--- config.mk ---
export PLATFORM = sky130hd
export DESIGN_NAME = button_gesture_reset_detector
export DESIGN_NICKNAME = d
export VERILOG_FILES = /design/src/rtl/core/bgrd_pkg.sv /design/src/rtl/core/button_gesture_reset_detector.sv
export SDC_FILE = /design/constraint.sdc
export NUM_CORES = 1
export LEC_CHECK = 0
export BUFFER_PORTS_ARGS = -buffer_cell sky130_fd_sc_hd__buf_4
export CORE_UTILIZATION = 40
export DETAILED_ROUTE_END_ITERATION = 8
export GPL_ROUTABILITY_DRIVEN = 0
export SLEW_MARGIN = 20
export SYNTH_ARGS = -nofsm -noshare
export SYNTH_HDL_FRONTEND = slang
export SYNTH_SLANG_ARGS = --single-unit
export TNS_END_PERCENT = 100
--- constraint.sdc ---
create_clock -name clk_i -period 7.7 [get_ports clk_i]
set_input_delay 0.77 -clock clk_i [delete_from_list [all_inputs] [get_ports clk_i]]
set_output_delay 0.77 -clock clk_i [all_outputs]
set_load 0.005 [all_outputs]
--- src/rtl/core/bgrd_pkg.sv ---
// Shared types and constants for the button gesture reset detector.
package bgrd_pkg;

  localparam int unsigned TimeWidth  = 32;
  localparam int unsigned CfgWidth   = 16;
  localparam int unsigned CfgIdxWidth = 3;
  localparam int unsigned StateWidth = 3;

  // Configuration register indexes
  typedef enum logic [CfgIdxWidth-1:0] {
    REG_FIRST_HOLD  = 3'd0,
    REG_MIN_PRESS   = 3'd1,
    REG_SETTLE      = 3'd2,
    REG_GIVE_UP     = 3'd3,
    REG_SECOND_HOLD = 3'd4,
    REG_FAST_BLINK  = 3'd5,
    REG_SLOW_BLINK  = 3'd6
  } cfg_reg_e;

  // Configuration reset values
  localparam logic [CfgWidth-1:0] FirstHoldRst  = 16'd5000;
  localparam logic [CfgWidth-1:0] MinPressRst   = 16'd100;
  localparam logic [CfgWidth-1:0] SettleRst     = 16'd100;
  localparam logic [CfgWidth-1:0] GiveUpRst     = 16'd10000;
  localparam logic [CfgWidth-1:0] SecondHoldRst = 16'd3000;
  localparam logic [CfgWidth-1:0] FastBlinkRst  = 16'd100;
  localparam logic [CfgWidth-1:0] SlowBlinkRst  = 16'd750;

  // One poll
  typedef struct packed {
    logic                 button_level;
    logic [TimeWidth-1:0] now_ms;
  } in_t;

  // One result
  typedef struct packed {
    logic                  led_on;
    logic                  announce_pulse;
    logic                  reset_pulse;
    logic [StateWidth-1:0] gesture_state;
  } out_t;

endpackage

--- src/rtl/core/button_gesture_reset_detector.sv ---
// Top level: push-button gesture detector with status LED, one poll per beat.
//
//  channel | direction | handshake              | payload
//  --------+-----------+------------------------+----------------------------------
//  in      | input     | in_valid_i/in_ready_o  | in_data_i   (button_level, now_ms)
//  out     | output    | out_valid_o/out_ready_i| out_data_o  (led, pulses, state)
//  cfg     | input     | cfg_valid_i/cfg_ready_o| cfg_index_i, cfg_data_i
//
// A poll beat is registered on entry, then passes through one combinational step
// into the result register; one beat per cycle is sustained while out does not stall.
// The gesture state advances when a poll moves from input to result register.
// A stall on out holds the result; the input register still takes a beat until full.
// Reset returns the machine to idle, LED off, times zero and registers to defaults.
// Configuration writes are taken every cycle; indexes beyond the list are dropped.
module button_gesture_reset_detector (
  input  logic                                clk_i,
  input  logic                                rst_ni,
  input  logic                                in_valid_i,
  output logic                                in_ready_o,
  input  bgrd_pkg::in_t                       in_data_i,
  output logic                                out_valid_o,
  input  logic                                out_ready_i,
  output bgrd_pkg::out_t                      out_data_o,
  input  logic                                cfg_valid_i,
  output logic                                cfg_ready_o,
  input  logic [bgrd_pkg::CfgIdxWidth-1:0]    cfg_index_i,
  input  logic [bgrd_pkg::CfgWidth-1:0]       cfg_data_i
);
  import bgrd_pkg::*;

  typedef enum logic [StateWidth-1:0] {
    PH_IDLE    = 3'd0,
    PH_PRESSED = 3'd1,
    PH_LONG    = 3'd2,
    PH_WAIT    = 3'd3,
    PH_SECOND  = 3'd4,
    PH_ARMED   = 3'd5
  } phase_e;

  logic [CfgWidth-1:0] first_hold_q, min_press_q, settle_q, give_up_q;
  logic [CfgWidth-1:0] second_hold_q, fast_blink_q, slow_blink_q;

  logic in_valid_q;
  in_t  in_q;
  logic out_valid_q;
  out_t out_q, out_d;

  phase_e               phase_q, phase_d;
  logic [TimeWidth-1:0] mark_q, mark_d, blink_q, blink_d;
  logic                 led_q, led_d;

  logic                 advance;
  logic                 pressed;
  logic [TimeWidth-1:0] diff, blink_diff;
  logic                 announce, rst_pulse;

  // Handshake: input register refills when empty or draining this cycle
  assign advance     = in_valid_q && (!out_valid_q || out_ready_i);
  assign in_ready_o  = !in_valid_q || advance;
  assign cfg_ready_o = 1'b1;
  assign out_valid_o = out_valid_q;
  assign out_data_o  = out_q;

  // Write configuration registers
  always_ff @(posedge clk_i or negedge rst_ni) begin
    if (!rst_ni) begin
      first_hold_q  <= FirstHoldRst;
      min_press_q   <= MinPressRst;
      settle_q      <= SettleRst;
      give_up_q     <= GiveUpRst;
      second_hold_q <= SecondHoldRst;
      fast_blink_q  <= FastBlinkRst;
      slow_blink_q  <= SlowBlinkRst;
    end else if (cfg_valid_i) begin
      unique case (cfg_reg_e'(cfg_index_i))
        REG_FIRST_HOLD:  first_hold_q  <= cfg_data_i;
        REG_MIN_PRESS:   min_press_q   <= cfg_data_i;
        REG_SETTLE:      settle_q      <= cfg_data_i;
        REG_GIVE_UP:     give_up_q     <= cfg_data_i;
        REG_SECOND_HOLD: second_hold_q <= cfg_data_i;
        REG_FAST_BLINK:  fast_blink_q  <= cfg_data_i;
        REG_SLOW_BLINK:  slow_blink_q  <= cfg_data_i;
        default: ;
      endcase
    end
  end

  // Hold the accepted poll
  always_ff @(posedge clk_i or negedge rst_ni) begin
    if (!rst_ni) begin
      in_valid_q <= 1'b0;
    end else if (in_ready_o) begin
      in_valid_q <= in_valid_i;
    end
  end

  always_ff @(posedge clk_i) begin
    if (in_ready_o && in_valid_i) begin
      in_q <= in_data_i;
    end
  end

  // Gesture step: transition, then LED update
  always_comb begin
    pressed    = !in_q.button_level;
    diff       = in_q.now_ms - mark_q;
    blink_diff = in_q.now_ms - blink_q;
    phase_d    = phase_q;
    mark_d     = mark_q;
    blink_d    = blink_q;
    led_d      = led_q;
    announce   = 1'b0;
    rst_pulse  = 1'b0;

    unique case (phase_q)
      PH_PRESSED: begin
        if (pressed) begin
          if (diff > {16'd0, first_hold_q}) phase_d = PH_LONG;
        end else begin
          announce = (diff > {16'd0, min_press_q});
          phase_d  = PH_IDLE;
        end
      end
      PH_LONG: begin
        if (!pressed) begin
          phase_d = PH_WAIT;
          mark_d  = in_q.now_ms;
        end
      end
      PH_WAIT: begin
        if (diff >= {16'd0, settle_q}) begin
          if (pressed) begin
            phase_d = PH_SECOND;
            mark_d  = in_q.now_ms;
          end else if (diff > {16'd0, give_up_q}) begin
            phase_d = PH_IDLE;
          end
        end
      end
      PH_SECOND: begin
        if (diff >= {16'd0, settle_q}) begin
          if (pressed) begin
            if (diff > {16'd0, second_hold_q}) phase_d = PH_ARMED;
          end else begin
            phase_d = PH_IDLE;
          end
        end
      end
      PH_ARMED: begin
        if (!pressed) begin
          rst_pulse = 1'b1;
          phase_d   = PH_IDLE;
        end
      end
      default: begin
        phase_d = pressed ? PH_PRESSED : PH_IDLE;
        mark_d  = in_q.now_ms;
      end
    endcase

    unique case (phase_d)
      PH_PRESSED: led_d = 1'b1;
      PH_LONG, PH_WAIT, PH_SECOND: begin
        if (blink_diff > {16'd0, fast_blink_q}) begin
          led_d   = !led_q;
          blink_d = in_q.now_ms;
        end
      end
      PH_ARMED: begin
        if (blink_diff > {16'd0, slow_blink_q}) begin
          led_d   = !led_q;
          blink_d = in_q.now_ms;
        end
      end
      default: led_d = 1'b0;
    endcase

    out_d.led_on         = led_d;
    out_d.announce_pulse = announce;
    out_d.reset_pulse    = rst_pulse;
    out_d.gesture_state  = phase_d;
  end

  // Advance state and result register
  always_ff @(posedge clk_i or negedge rst_ni) begin
    if (!rst_ni) begin
      phase_q     <= PH_IDLE;
      mark_q      <= '0;
      blink_q     <= '0;
      led_q       <= 1'b0;
      out_valid_q <= 1'b0;
      out_q       <= '0;
    end else begin
      if (advance) begin
        phase_q <= phase_d;
        mark_q  <= mark_d;
        blink_q <= blink_d;
        led_q   <= led_d;
        out_q   <= out_d;
      end
      if (advance) begin
        out_valid_q <= 1'b1;
      end else if (out_ready_i) begin
        out_valid_q <= 1'b0;
      end
    end
  end

  // Pulses only leave the machine in idle
  assert property (@(posedge clk_i) disable iff (!rst_ni)
    (out_valid_q && (out_q.announce_pulse || out_q.reset_pulse)) |->
      (out_q.gesture_state == PH_IDLE))
    else $error("pulse reported outside idle");

  // Idle means LED off, pressed means LED on
  assert property (@(posedge clk_i) disable iff (!rst_ni)
    out_valid_q |-> ((out_q.gesture_state != PH_IDLE || !out_q.led_on) &&
                     (out_q.gesture_state != PH_PRESSED || out_q.led_on)))
    else $error("LED level does not match state");

  // A reset request comes only out of the armed state
  assert property (@(posedge clk_i) disable iff (!rst_ni)
    advance && rst_pulse |-> (phase_q == PH_ARMED))
    else $error("reset pulse without armed state");

  // State register and reported state agree after each step
  assert property (@(posedge clk_i) disable iff (!rst_ni)
    advance |=> (out_q.gesture_state == phase_q) && (out_q.led_on == led_q))
    else $error("result disagrees with state");

endmodule
# --- After elaboration in Yosys (flattened, before gate mapping) ---
# Index checks and enable logic that the tools add are counted.
totals:
  input_bits: 57
  out_inout_bits: 9
  wordCells: 98
  regBits: 217
classes:
  mux: 28
  n_lt_le_gt_ge: 7
  n_eq_ne: 21
  add_sub_neg: 2
  reduce_logical: 22
  n_bitwise: 1
op_table:
  columns: ["cell", "n"]
  rows:
  - ["32-bit by 16-bit > comparator with 1-bit output", 6]
  - ["32-bit 2-to-1 mux", 5]
  - ["32-bit one-hot mux with 3 select lines", 1]
  - ["32-bit one-hot mux with 2 select lines", 1]
  - ["32-bit subtractor", 2]
  - ["32-bit by 16-bit greater-or-equal comparator with 1-bit output", 1]
  - ["3-bit 2-to-1 mux", 10]
  - ["3-bit equality test, second input constant", 7]
  - ["3-bit by 2-bit equality test with 1-bit output, second input constant", 6]
  - ["3-bit one-hot mux with 5 select lines", 1]
  - ["2-bit AND reduction", 7]
  - ["2-bit != test, second input constant", 5]
  - ["3-bit by 1-bit equality test with 1-bit output, second input constant", 3]
  - ["1-bit 2-to-1 mux", 9]
  - ["3-bit OR reduction", 2]
  - ["5-bit AND reduction", 1]
  - ["4-bit AND reduction", 1]
  - ["2-bit nonzero test", 2]
  - ["1-bit zero test", 3]
  - ["3-bit zero test", 1]
  - ["1-bit one-hot mux with 3 select lines", 1]
  - ["3-bit AND reduction", 1]
  - ["1-bit logical AND", 2]
  - ["1-bit logical OR", 2]
  - ["1-bit NOT", 1]

# --- Logic depth before layout (Yosys ltp) ---
# Gate-level depths: netlist of run 1.
depth:
  ltp_word: 10
  depth_mapped: 24
  ltp_nobuf: 22

# --- Least setup slack after synthesis of run 1 ---
# No wires, ideal clock.
synth_path:
  kind: "flip-flop to flip-flop"
  startpoint: "reg in_q[0] (netlist name)"
  endpoint: "reg mark_q[10]"
  n_path_buf: 1
  stages_incl_launch_ff: 22
  arrival_ns: 4.848
  setup_slack_ns: 2.727
  setup_ns: 0.125
  cell_sequence: "edfxtp_1 > inv_1 > ha_1 > fa_1 > and2b_1 > o2111ai_2 > a211oi_1 > nor3_1 > xnor2_1 > ha_1 > a211oi_1 > nand3_1 > nor2_1 > nand2_1 > o221a_2 > a21oi_1 > nor4bb_1 > a21oi_1 > o21a_1 > o21ai_2 > buf_2 > mux2_2"
synth_between:
  elab_chain_len: 4
synth_lines:
  columns: ["item", "line", "source"]
  rows:
  - ["start: declaration", "button_gesture_reset_detector.sv:44", "in_t in_q;"]
  - ["start signal: assignment", "button_gesture_reset_detector.sv:99", "in_q <= in_data_i;"]
  - ["32-bit subtractor", "button_gesture_reset_detector.sv:106", "diff = in_q.now_ms - mark_q;"]
  - ["32-bit by 16-bit greater-or-equal comparator with 1-bit output", "button_gesture_reset_detector.sv:131", "if (diff >= {16'd0, settle_q}) begin"]
  - ["2-bit != test (no line)", null, null]
  - ["5-bit AND reduction (no line)", null, null]
  - ["end signal: assignment", "button_gesture_reset_detector.sv:196", "mark_q <= mark_d;"]
  - ["end: declaration", "button_gesture_reset_detector.sv:49", "logic [TimeWidth-1:0] mark_q, mark_d, blink_q, blink_d;"]
# No other way between the ends.
# A chain may end at the register's enable or synchronous reset.

# --- Worst setup path after layout of run 1 ---
layout_path:
  startpoint: "reg in_q[0] (netlist name)"
  endpoint: "reg blink_q[31]"
layout_between:
  elab_chain_len: 10
  word_cells_on_any_way: 27
  cone_classes: "add/sub: 2; order compare: 6; eq/ne: 6; mux: 10; reduce/logical: 3"
layout_lines:
  columns: ["item", "line", "source"]
  rows:
  - ["32-bit subtractor", "button_gesture_reset_detector.sv:106", null]
  - ["32-bit by 16-bit > comparator with 1-bit output (on tied branches)", "button_gesture_reset_detector.sv:143, button_gesture_reset_detector.sv:135", null]
  - ["3-bit 2-to-1 mux (on tied branches)", "button_gesture_reset_detector.sv:143, button_gesture_reset_detector.sv:135", null]
  - ["3-bit 2-to-1 mux (on tied branches)", "button_gesture_reset_detector.sv:142, button_gesture_reset_detector.sv:132", null]
  - ["3-bit 2-to-1 mux (on tied branches)", "button_gesture_reset_detector.sv:141, button_gesture_reset_detector.sv:131", null]
  - ["3-bit one-hot mux with 5 select lines", "button_gesture_reset_detector.sv:115", "unique case (phase_q)"]
  - ["3-bit by 2-bit equality test with 1-bit output / 3-bit equality test (equally long branches)", "button_gesture_reset_detector.sv:161", "unique case (phase_d)"]
  - ["3-bit OR reduction", "button_gesture_reset_detector.sv:161", null]
  - ["2-bit != test (no line) / 2-bit nonzero test (equally long branches)", null, null]
  - ["4-bit AND reduction (no line)", null, null]
  - ["end signal: assignment", "button_gesture_reset_detector.sv:197", "blink_q <= blink_d;"]
  - ["end: declaration", "button_gesture_reset_detector.sv:49", null]
# Several ways; a longest one is shown, not always the timed one.

==> Implementation_results.wiki, run 1 <==
{| class="wikitable"
! Metric !! Value
|-
| Endpoint of the most critical register-to-register path || blink_q[31]$_DFFE_PN0P_
|-
| Critical register-to-register path startpoint || in_q[0]$_DFFE_PP_
|-
| Total setup violations reported at the end of the flow || 0
|-
| Antenna Diode Count || 0
|-
| IR drop worst, VDD || 0.000183 V
|-
| Pin count of the biggest net entering global routing || 114
|-
| Power share of the sequential group || 21.5%
|-
| Number of port buffers || 64
|-
| Worst-case register-to-register setup slack || 1.35 ns
|-
| Sink Count || 217
|-
| Setup repair after global routing missed its margin || false
|-
| Sw frac || 46.5%
|-
| Clock insertion delay at the later pin of the skew report || 0.56 ns
|-
| Setup clock skew after layout || 0.0192 ns
|-
| Critical path data required time || 8.10 ns
|-
| Relative slew slack || 31.8%
|-
| Effective utilization at floorplan || 40.9%
|-
| Initial antenna violation count || 0
|-
| CTS clock-pin slew for the worst setup and hold paths || 0.06 ns
|-
| Remaining DRCs || 0
|-
| Post-Synth Simple-Gate Area || 14.1%
|-
| CTS max path bufs || 3
|-
| First-pass detailed-route iteration total || 5
|-
| All-layer global routing usage || 22.2%
|-
| Vias || 13,213
|-
| Post-route setup slack || 1.35 ns
|-
| Placeable core area || 39,000 um2
|-
| Height of the chip || 202 um
|-
| Number of synthesis warnings || 0
|-
| Detailed router's first-iteration violation count || 763
|-
| Global route overflow || 0
|-
| Category of the worst setup path launch point || flop
|-
| Post-Synthesis Mean Instance Area || 9.15 um2
|-
| Setup CP Type || flop to flop
|-
| Share of layout cells above drive strength 1 || 16.8%
|-
| Pint || 4170 uW
|-
| Post CTS Setup Buffer Count || 0
|-
| Fin Setup TNS || 0 ns
|-
| Total non-filler cell area in the finished layout || 17,800 um2
|-
| Quantity of hold-fixing buffers added after cts || 0
|-
| TritonCTS clock tree || done
|-
| Synth Area in Adders || 13.9%
|-
| Result of the run || completed
|-
| Leakage power || 0.00786 uW
|-
| Post-synthesis mux area share || 6.11%
|-
| Vias in the first global route || 12,855
|-
| Fraction of the mapped netlist area in compound gates || 22.1%
|-
| Width of the chip || 202 um
|-
| Area added between synthesis and finish || 11.3%
|-
| Count of flip-flops with a built-in enable after synthesis || 33
|-
| Count of cells along the worst register-to-register path || 22
|-
| Sequential cell area fraction in the yosys report || 35.3%
|-
| Largest family of logic cells by synthesized area || compound AO/OA/AOI/OAI gates
|-
| Pre-CTS WS || 1.46 ns
|-
| Avg Vias per Cell || 5.71
|-
| Synth Net Count || 1,979
|-
| Gate power share || 62.9%
|-
| Syn Inst Count || 1,746
|-
| Filler cell count || 3,703
|-
| Transition time at the pin with the least slew margin || 1.02 ns
|-
| Post-layout minimum cycle time || 6.35 ns
|-
| Num CTS Buffers || 26
|-
| # nets final || 2,010
|-
| Standard cell area after detailed placement || 16,900 um2
|-
| Period Utilization, post-route || 82.5%
|-
| Post-DRT Antenna Nets || 0
|-
| Post-synthesis sequential element count || 217
|-
| Post-Synth XOR/XNOR Area || 2.03%
|-
| Hpwl dp || 34,400 um
|-
| Syn Std Cell Area || 16,000 um2
|-
| Data arrival, critical path || 6.75 ns
|-
| Share of total power in the clock network || 15.6%
|-
| Max capacitance violation total || 0
|-
| Total power density per cell area || 438 nW/um2
|-
| Detailed Route WL || 45,400 um
|-
| Max-slew violation total from the final report || 0
|-
| Post-synth top flop || dfrtp_1
|-
| Number of cell rows || 72
|-
| Clock root buffer || clkbuf_16
|-
| Wire length of the first global-routing pass || 71,200 um
|-
| Switch Pwr || 3620 uW
|-
| Critical Path End Type || flop
|-
| I/O pin cnt || 66
|-
| Depth of the CTS H-tree || 1
|-
| Path class of the lowest-slack min-delay path || input port to asynchronous set/reset pin
|-
| Area enclosed by the die boundary || 40,700 um2
|-
| Achievable frequency || 157 MHz
|-
| Ys async rst share || 84.8%
|-
| Crit Path Max Fanout || 33
|-
| Post-cts repair resize count || 0
|-
| Distinct cell type count after synthesis || 84
|-
| Wire length per cell || 19.6 um
|-
| Number of endpoints with negative hold slack in the final report || 0
|}
-- power groups by stage --
| stage | sequential, uW | combinational (uW) | clock, uW |
|---|---|---|---|
| 2_1_floorplan | 1630 | 3560 | 0 |
| 3_3_place_gp | 1680 | 4700 | 0 |
| 3_5_place_dp | 1690 | 4820 | 0 |
| 4_1_cts | 1670 | 4860 | 1250 |
| 5_1_grt | 1710 | 5480 | 1290 |
| 6_report | 1670 | 4900 | 1210 |
-- worst max-delay path, stage by stage (launching register included) --
cell       delay (ns)
edfxtp_1         0.38
inv_1            0.09
ha_1             0.22
fa_1             0.41
and2b_1          0.25
o2111ai_2        0.20
a211oi_1         0.53
nor2_1           0.15
xnor2_1          0.57
ha_1             0.39
nand4_1          0.12
nand3_1          0.09
nor2_1           0.13
nand2_1          0.07
o221a_2          0.29
a21oi_1          0.17
nor4bb_1         0.58
a31o_2           0.30
a21oi_2          0.04
buf_4            0.26
nor3_4           0.24
o21a_4           0.54
o211ai_1         0.19
-- stage by stage --
| stage | hold slack (ns) | util (%) | std cells | power, uW |
|---|---|---|---|---|
| global placement | 0.475 | 43.4 | 2267 | 6390 |
| CTS | 0.370 | 45.6 | 2315 | 7790 |
| global route | 0.379 | 45.6 | 2315 | 8480 |
| detailed placement | 0.493 | 43.4 | 2267 | 6510 |
| finish | 0.355 | 45.6 | 2315 | 7790 |
| floorplan | 0.456 | - | 1746 | 5200 |
-- layer usage --
metal | track usage (%) | wire length [um] | vias to the layer above
li1 | - | - | 6416
met1 | 30.5 | 21100 | 6356
met2 | 35.5 | 20600 | 351
met3 | 3.31 | 2290 | 90
met4 | 7.66 | 1460 | 0
met5 | 0 | 0 | -
-- cell type report --
| cell class | count | area [um2] | share of cell area (%) |
|---|---|---|---|
| multi-input combinational | 1265 | 9340 | 52.5 |
| sequential | 217 | 5640 | 31.7 |
| inverter | 187 | 702 | 3.95 |
| clock buffer | 31 | 699 | 3.93 |
| tap | 518 | 648 | 3.65 |
| timing repair buffer | 80 | 607 | 3.41 |
| clock inverter | 17 | 148 | 0.830 |
-- state kept, by name (all words and copies together) (netlist names) --
signal	cells
min_press_q	16
mark_q	32
in_q	33
phase_q	3
out_valid_o	1
slow_blink_q	16
fast_blink_q	16
second_hold_q	16
settle_q	16
out_data_o	2
in_valid_q	1
first_hold_q	16
give_up_q	16
blink_q	32
led_q	1
-- cell usage after synthesis (all sizes together), types with 6 or more instances --
| master | count | area [um2] |
|---|---|---|
| inv | 187 | 702 |
| ha | 174 | 2180 |
| o21ai | 152 | 764 |
| dfrtp | 151 | 3780 |
| nand2 | 137 | 514 |
| a21oi | 101 | 513 |
| mux2 | 84 | 946 |
| o211ai | 79 | 743 |
| nor2 | 77 | 289 |
| nand3 | 57 | 285 |
| clkbuf | 51 | 191 |
| a21o | 49 | 368 |
| nand4 | 43 | 269 |
| dfstp | 33 | 867 |
| edfxtp | 33 | 991 |
| o21a | 32 | 248 |
| nor3 | 29 | 150 |
| buf | 26 | 150 |
| xnor2 | 23 | 201 |
| a211oi | 18 | 145 |
| nor2b | 18 | 113 |
| nand2b | 15 | 93.8 |
| xor2 | 14 | 123 |
| a31oi | 12 | 75.1 |
| and3 | 11 | 68.8 |
| nor4 | 9 | 56.3 |
| and2 | 8 | 50.1 |
| o2111ai | 7 | 67.6 |
| and4 | 6 | 52.6 |
| nand4b | 6 | 52.6 |
| o22ai | 6 | 37.5 |
-- worst max path at each step --
stage | endpoint | slack [ns] | from | depth (start not counted)
3_3_place_gp | blink_q[25]$_DFFE_PN0P_ | 1.67 | in_q[0]$_DFFE_PP_ | 22
5_1_grt | blink_q[31]$_DFFE_PN0P_ | 1.10 | in_q[0]$_DFFE_PP_ | 23
4_1_cts | blink_q[26]$_DFFE_PN0P_ | 1.41 | in_q[0]$_DFFE_PP_ | 21
2_1_floorplan | mark_q[10]$_DFFE_PN0P_ | 2.73 | in_q[0]$_DFFE_PP_ | 21
3_5_place_dp | blink_q[13]$_DFFE_PN0P_ | 1.46 | in_q[0]$_DFFE_PP_ | 21
6_report | blink_q[31]$_DFFE_PN0P_ | 1.35 | in_q[0]$_DFFE_PP_ | 22
-- placed cells by master (no fill, tap or decap), types with 7 or more instances in the layout --
cell type / n
nor2b_1: 18
nor4_1: 9
o211ai_2: 30
xor2_1: 14
nand4_1: 43
and2_1: 7
edfxtp_1: 33
nor3_1: 26
xnor2_1: 23
nor2_1: 76
a211oi_1: 16
inv_1: 187
nand3_1: 57
nand2_1: 137
o21a_1: 31
clkbuf_16: 26
ha_1: 174
mux2_2: 84
o21ai_0: 147
nand2b_1: 15
a31oi_1: 12
buf_4: 79
a21o_1: 49
dfstp_2: 33
o211ai_1: 49
dfrtp_1: 151
and3_1: 11
a21oi_1: 97
-- kinds of logic after synthesis --
| family | after synthesis |
|---|---|
| other | 1 |
| muxes | 87 |
| adders and majority gates | 176 |
| xor gates and xnor gates | 37 |
| and+or+nand+nor | 446 |
| AOI/OAI and AO/OA | 518 |
| DFF | 217 |
| buffers and inverters | 264 |
(Power assumes the default switching activity.)
==> run 2, diff against run 1 <==
Settings changed: ABC_AREA set to 1.
Clock period 7.7 ns to 6.3 ns, I/O delays scaled along.
==> run 2 against run 1 <==
  * Sequential share of layout area is 0.57 points higher
  * Register-to-register slack got worse by 0.52 ns
  * Synthesized area decreased by 2.5%
  * Cell count rose by 18%
  * Global-route usage grew 0.72 points
  * Cell area shrank 1.8%
  * Fmax is 16% higher
==> Implementation_results.wiki, run 2 <==
{| class="wikitable"
! Metric !! Value
|-
| Sequential cell area fraction in the yosys report || 36.2%
|-
| Detailed Route WL || 44,300 um
|-
| Pint || 4680 uW
|-
| Post-DRT Antenna Nets || 0
|-
| Number of synthesis warnings || 0
|-
| GR Layer Usage met1 || 32.6%
|-
| Transition time at the pin with the least slew margin || 1.08 ns
|-
| TritonCTS clock tree || done
|-
| Detailed router's first-iteration violation count || 1,089
|-
| Wire length of the first global-routing pass || 71,100 um
|-
| Max-slew violation total from the final report || 0
|-
| Number of placed instances, taps included || 2,691
|-
| Post-cts repair resize count || 0
|-
| Effective utilization at floorplan || 41.0%
|-
| Syn Std Cell Area || 15,600 um2
|-
| Hpwl dp || 34,900 um
|-
| Sw frac || 48.4%
|-
| Cell with the most instances after synthesis || nand2_1
|-
| Total power density per cell area || 520 nW/um2
|-
| Post-Synthesis Mean Instance Area || 7.24 um2
|-
| Number of port buffers || 64
|-
| Global route overflow || 0
|-
| Antenna Diode Count || 0
|-
| CTS max path bufs || 3
|-
| Pin count of the biggest net entering global routing || 104
|-
| Post CTS Setup Buffer Count || 0
|-
| Width of the chip || 199 um
|-
| Achievable frequency || 183 MHz
|-
| # nets final || 2,442
|-
| Path class of the lowest-slack min-delay path || input port to asynchronous set/reset pin
|-
| Syn Inst Count || 2,152
|-
| Remaining DRCs || 0
|-
| Sink Count || 217
|-
| Area contributors post-synth || dfrtp_1, nand2_1, ha_1, inv_1, edfxtp_1
|-
| Most common cell after layout, fill and taps aside || nand2_1
|-
| Standard cell area after detailed placement || 16,600 um2
|-
| Vias in the first global route || 13,462
|-
| Wire length per cell || 16.2 um
|-
| First-pass detailed-route iteration total || 5
|-
| Setup clock skew after layout || 0.0303 ns
|-
| Ys async rst share || 84.8%
|-
| CTS clock-pin slew for the worst setup and hold paths || 0.06 ns
|-
| Fin Setup TNS || 0 ns
|-
| Leading registers by flop count || in_q: 33 flops, blink_q: 32 flops, mark_q: 32 flops
|-
| Num CTS Buffers || 27
|-
| GRT met2 Usage || 36.6%
|-
| Area added between synthesis and finish || 12.1%
|-
| Clock insertion delay at the later pin of the skew report || 0.58 ns
|-
| Depth of the CTS H-tree || 1
|-
| IR drop worst, VDD || 0.000308 V
|-
| Met3 usage || 2.30%
|-
| Max capacitance violation total || 0
|-
| Distinct cell type count after synthesis || 47
|-
| Power share of the sequential group || 22.4%
|-
| Count of flip-flops with a built-in enable after synthesis || 33
|-
| Cell types with the highest counts after synthesis || nand2_1, inv_1, ha_1
|-
| Register with the most flip-flops || in_q
|-
| Setup CP Type || flop to flop
|-
| Critical path data required time || 6.80 ns
|-
| Area enclosed by the die boundary || 39,700 um2
|-
| Library cell with the largest summed area after synthesis || dfrtp_1
|-
| All-layer global routing usage || 22.9%
|-
| Quantity of hold-fixing buffers added after cts || 0
|-
| Number of cell rows || 71
|-
| Vias || 13,905
|-
| Synth Net Count || 2,385
|-
| Post-synthesis sequential element count || 217
|-
| Number of standard cells in the final layout excluding fillers || 2,741
|-
| I/O pin cnt || 66
|-
| Flip-flop count of the largest register, all copies and words added || 33
|-
| Post-synth top flop || dfrtp_1
|-
| Crit Path Max Fanout || 33
|-
| Period Utilization, post-route || 86.9%
|-
| Relative slew slack || 27.9%
|-
| Post-layout minimum cycle time || 5.47 ns
|-
| Category of the worst setup path launch point || flop
|-
| Setup repair after global routing missed its margin || false
|-
| Leakage power || 0.00922 uW
|-
| Share of layout cells above drive strength 1 || 7.44%
|-
| Placeable core area || 38,000 um2
|-
| Total setup violations reported at the end of the flow || 0
|-
| Share of total power in the clock network || 17.0%
|-
| Share of Yosys cell area claimed by the top area cell type || 24.3%
|-
| Total non-filler cell area in the finished layout || 17,500 um2
|-
| Gate power share || 60.6%
|-
| Switch Pwr || 4390 uW
|-
| Clock root buffer || clkbuf_16
|-
| Global routing's busiest layer || met2
|-
| Height of the chip || 199 um
|-
| Critical Path End Type || flop
|-
| Filler cell count || 3,891
|-
| Avg Vias per Cell || 5.07
|-
| Result of the run || completed
|-
| Overall Power || 9070 uW
|-
| Commonest cells after routing, fill and taps aside || nand2_1, inv_1, ha_1
|-
| Number of endpoints with negative hold slack in the final report || 0
|-
| Data arrival, critical path || 5.97 ns
|-
| Initial antenna violation count || 0
|}
==> run 2: changes by cell type after synthesis, moves of 18 or more <==
cell and delta:
o211ai_1 -42, o21a_1 -26, a21o_1 -46, mux2_2 -83, nor2b_1 -18, clkbuf_1 -20, nand2_1 +495, nor2_1 +69
o211ai_2 -30, a21oi_1 +36, inv_1 +212
==> run 2: layer usage <==
layer | up-vias | wire length, um | part of all wire [%]
met5 | - | 0 | 0
met4 | 0 | 1120 | 2.5
met3 | 79 | 2100 | 4.7
met2 | 365 | 19800 | 45
met1 | 6462 | 21300 | 48
li1 | 6999 | - | -
==> run 2: cell families after synthesis <==
kind of cell    share of synthesized area, %
other cells                           0.0241
fa+ha+maj                               14.2
xor+xnor                                2.25
mux                                   0.0723
simple gates                            24.7
flops                                   36.2
compound gates                          11.6
buf+inv                                 10.9
==> run 2: final cells by class <==
type / instances / area, um2 / area share, %
multi-input cells: 1490 / 8250 / 47.2
clock inverters: 14 / 124 / 0.709
clock buffers: 36 / 761 / 4.36
well taps: 511 / 639 / 3.66
repair buffers: 70 / 544 / 3.12
flip-flops and latches: 217 / 5640 / 32.3
inverters: 403 / 1510 / 8.66
==> run 2: metrics by stage <==
step	hold WS [ns]	util [%]	worst slack, ns
CTS	0.193	45.9	0.793
detailed placement	0.461	43.6	0.848
floorplan	0.334	-	2.76
finish	0.171	45.9	0.828
global placement	0.457	43.6	0.848
global route	0.202	45.9	0.425
==> run 2: final timing paths <==
kind | endpoint | cells after the start | slack [ns] | start
worst max register to register | blink_q[14]$_DFFE_PN0P_ | 22 | 0.83 | in_q[1]$_DFFE_PP_
worst max-delay path | blink_q[14]$_DFFE_PN0P_ | 22 | 0.83 | in_q[1]$_DFFE_PP_
min in group clk_i | in_q[1]$_DFFE_PP_ | 1 | 0.23 | in_data_i[1]
worst min-delay path | min_press_q[1]$_DFFE_PN0P_ | 1 | 0.17 | rst_ni
max in group asynchronous | mark_q[3]$_DFFE_PN0P_ | 2 | 4.92 | rst_ni
worst min register to register | blink_q[16]$_DFFE_PN0P_ | 2 | 0.48 | blink_q[16]$_DFFE_PN0P_
==> run 2: worst max-delay path, stage by stage (launching register included) <==
cell,delay [ns]
edfxtp_1,0.51
inv_1,0.12
fa_1,0.45
inv_1,0.12
nand3_1,0.07
nand3_1,0.20
nand2_1,0.08
nand2_1,0.15
xor2_1,0.61
ha_1,0.22
nand2_1,0.05
nor3_1,0.37
nor4b_1,0.39
nor2_1,0.09
a21oi_1,0.16
nand3_1,0.10
nand3_1,0.09
nand2_1,0.09
nand2_2,0.11
nand3_2,0.58
nand3_4,0.63
nand2_1,0.11
nand2_1,0.08
==> run 2: power by group through the flow <==
stage	logic [uW]	clock network, uW	registers [uW]
2_1_floorplan	4010	0	1980
3_3_place_gp	5310	0	2040
3_5_place_dp	5430	0	2050
4_1_cts	5470	1580	2030
5_1_grt	6290	1630	2070
6_report	5500	1550	2030
==> run 3, diff against run 2 <==
Clock period 6.3 ns to 4.8 ns, I/O delays scaled along.
==> run 3 against run 2 <==
  * Register-to-register slack worse by 0.49 ns
  * Hold slack worse by 0.10 ns
  * Worst setup slack got worse by 0.49 ns
  * Sequential power rose by 31%
  * Cell area rose by 1.8%
  * Largest power group unchanged
==> Implementation_results.wiki, run 3 (synthesized netlist as in run 2, its figures left out) <==
{| class="wikitable"
! Metric !! Value
|-
| Total non-filler cell area in the finished layout || 17,800 um2
|-
| All-layer global routing usage || 22.8%
|-
| Post-DRT Antenna Nets || 0
|-
| Area added between synthesis and finish || 14.1%
|-
| Leakage power || 0.00931 uW
|-
| Total power density per cell area || 683 nW/um2
|-
| Number of standard cells in the final layout excluding fillers || 2,757
|-
| Post-route setup slack || 0.334 ns
|-
| Achievable frequency || 224 MHz
|-
| Critical-path cell with the highest stage delay || edfxtp_1
|-
| Power share of the sequential group || 21.9%
|-
| CTS clock-pin slew for the worst setup and hold paths || 0.06 ns
|-
| Pint || 6300 uW
|-
| Area enclosed by the die boundary || 39,700 um2
|-
| Path class of the lowest-slack min-delay path || input port to asynchronous set/reset pin
|-
| Hpwl dp || 34,600 um
|-
| Transition time at the pin with the least slew margin || 1.14 ns
|-
| CTS max path bufs || 3
|-
| Antenna Diode Count || 0
|-
| Max-slew violation total from the final report || 0
|-
| Pin count of the biggest net entering global routing || 119
|-
| Post-layout minimum cycle time || 4.47 ns
|-
| Number of cell rows || 71
|-
| Maximum single-stage delay on the critical path || 0.44 ns
|-
| Wire length of the first global-routing pass || 70,500 um
|-
| Number of port buffers || 64
|-
| Gate power share || 61.9%
|-
| Wire length per cell || 16.1 um
|-
| Clock insertion delay at the later pin of the skew report || 0.56 ns
|-
| Share of layout cells above drive strength 1 || 8.64%
|-
| IR drop worst, VDD || 0.000356 V
|-
| Flip-flop count of the largest register, all copies and words added || 33
|-
| Commonest cells after routing, fill and taps aside || nand2_1, inv_1, ha_1
|-
| Data arrival, critical path || 4.92 ns
|-
| First-pass detailed-route iteration total || 5
|-
| Avg Vias per Cell || 5.06
|-
| Detailed Route WL || 44,400 um
|-
| Clock root buffer || clkbuf_16
|-
| Vias || 13,940
|-
| Switch Pwr || 5850 uW
|-
| Critical path data required time || 5.25 ns
|-
| Post CTS Setup Buffer Count || 0
|-
| Detailed router's first-iteration violation count || 1,145
|-
| Result of the run || completed
|-
| Category of the worst setup path launch point || flop
|-
| Crit Path Max Fanout || 19
|-
| Crit path cell chain || inv_1 > ha_1 > inv_1 > fa_1 > nand3_1 > nand2_1 > a21oi_2 > inv_1 > a21oi_1 > xnor2_1 > ha_1 > nand4_1 > or3_1 > nor4_2 > buf_4 > o21ai_1 > nand2_1 > nand3_2 > buf_4 > nand4_1 > nand2_1
|-
| Max capacitance violation total || 0
|-
| Global route overflow || 0
|-
| Number of placed instances, taps included || 2,708
|-
| Initial antenna violation count || 0
|-
| Effective utilization at floorplan || 41.0%
|-
| Setup clock skew after layout || 0.0210 ns
|-
| Number of endpoints with negative hold slack in the final report || 0
|-
| Period Utilization, post-route || 93.0%
|-
| Width of the chip || 199 um
|-
| Vias in the first global route || 13,153
|-
| Placeable core area || 38,000 um2
|-
| Remaining DRCs || 0
|-
| I/O pin cnt || 66
|-
| Pre-CTS WS || 0.0173 ns
|-
| Total setup violations reported at the end of the flow || 0
|-
| Sw frac || 48.2%
|-
| Setup CP Type || flop to flop
|-
| Most common cell after layout, fill and taps aside || nand2_1
|-
| Relative slew slack || 23.9%
|-
| # nets final || 2,459
|-
| Height of the chip || 199 um
|-
| Leading registers by flop count || in_q: 33 flops, blink_q: 32 flops, mark_q: 32 flops
|-
| TritonCTS clock tree || done
|-
| Register with the most flip-flops || in_q
|-
| Critical Path End Type || flop
|-
| Standard cell area after detailed placement || 16,700 um2
|-
| Share of total power in the clock network || 16.2%
|-
| Depth of the CTS H-tree || 1
|-
| Num CTS Buffers || 26
|-
| Sink Count || 217
|}
## run 3: what timing repair did
| action | 4_1_cts | 5_1_grt |
|---|---|---|
| gates resized for setup | 0 | 26 |
| endpoints found under the setup margin | 0 | 33 |
| hold buffers | 0 | 0 |
| endpoints found under the hold margin | 0 | 0 |
## run 3: metrics by stage
step	TNS [ns]	hold slack, ns	utilization [%]	total power, uW
after floorplan	0	0.184	-	7850
after global placement	0	0.455	44.0	9760
after detailed placement	0	0.460	44.0	9920
after CTS	0	0.0661	46.2	12000
after global routing	-0.0120	0.0770	46.8	13400
final	0	0.0668	46.8	12200
## run 3: power by group through the flow
| stage | Clock [uW] | Combinational (uW) | Sequential, uW |
|---|---|---|---|
| 2_1_floorplan | 0 | 5260 | 2590 |
| 5_1_grt | 2070 | 8590 | 2720 |
| 4_1_cts | 2010 | 7290 | 2660 |
| 3_5_place_dp | 0 | 7240 | 2670 |
| 6_report | 1970 | 7520 | 2660 |
| 3_3_place_gp | 0 | 7090 | 2670 |
## run 3: final cells by class
type / count / area (um2)
tap: 511 / 639
inverter: 403 / 1510
clock inverter: 8 / 123
clock buffer: 40 / 723
fill: 3904 / 20200
multi-input combinational: 1491 / 8450
sequential: 217 / 5640
timing repair buffer: 87 / 697
## run 3: routing by layer
metal | GRT usage, % | vias up | routed length [um]
met3 | 3.68 | 89 | 2700
met4 | 6.02 | 0 | 1250
met2 | 35.8 | 397 | 19700
met1 | 32.3 | 6435 | 20700
li1 | - | 7019 | -
met5 | 0 | - | 0
## run 3: worst paths after layout
| kind | startpoint | endpoint | slack [ns] | depth (start not counted) |
|---|---|---|---|---|
| worst max register to register | in_q[0]$_DFFE_PP_ | blink_q[16]$_DFFE_PN0P_ | 0.33 | 21 |
| min in group clk_i | in_data_i[29] | in_q[29]$_DFFE_PP_ | 0.09 | 1 |
| max in group asynchronous | rst_ni | mark_q[26]$_DFFE_PN0P_ | 3.76 | 2 |
| worst min register to register | blink_q[19]$_DFFE_PN0P_ | blink_q[19]$_DFFE_PN0P_ | 0.47 | 2 |
| worst max-delay path | in_q[0]$_DFFE_PP_ | blink_q[16]$_DFFE_PN0P_ | 0.33 | 21 |
| worst min-delay path | rst_ni | settle_q[1]$_DFFE_PN0P_ | 0.07 | 1 |
## run 3: worst max-delay path, delay by kind of cell (launching register included)
| kind | cells | cell delay (ns) |
|---|---|---|
| simple gates | 9 | 1.41 |
| buf+inv | 5 | 0.77 |
| fa+ha+maj | 3 | 0.96 |
| compound gates | 3 | 0.56 |
| flops | 1 | 0.44 |
| xor+xnor | 1 | 0.20 |
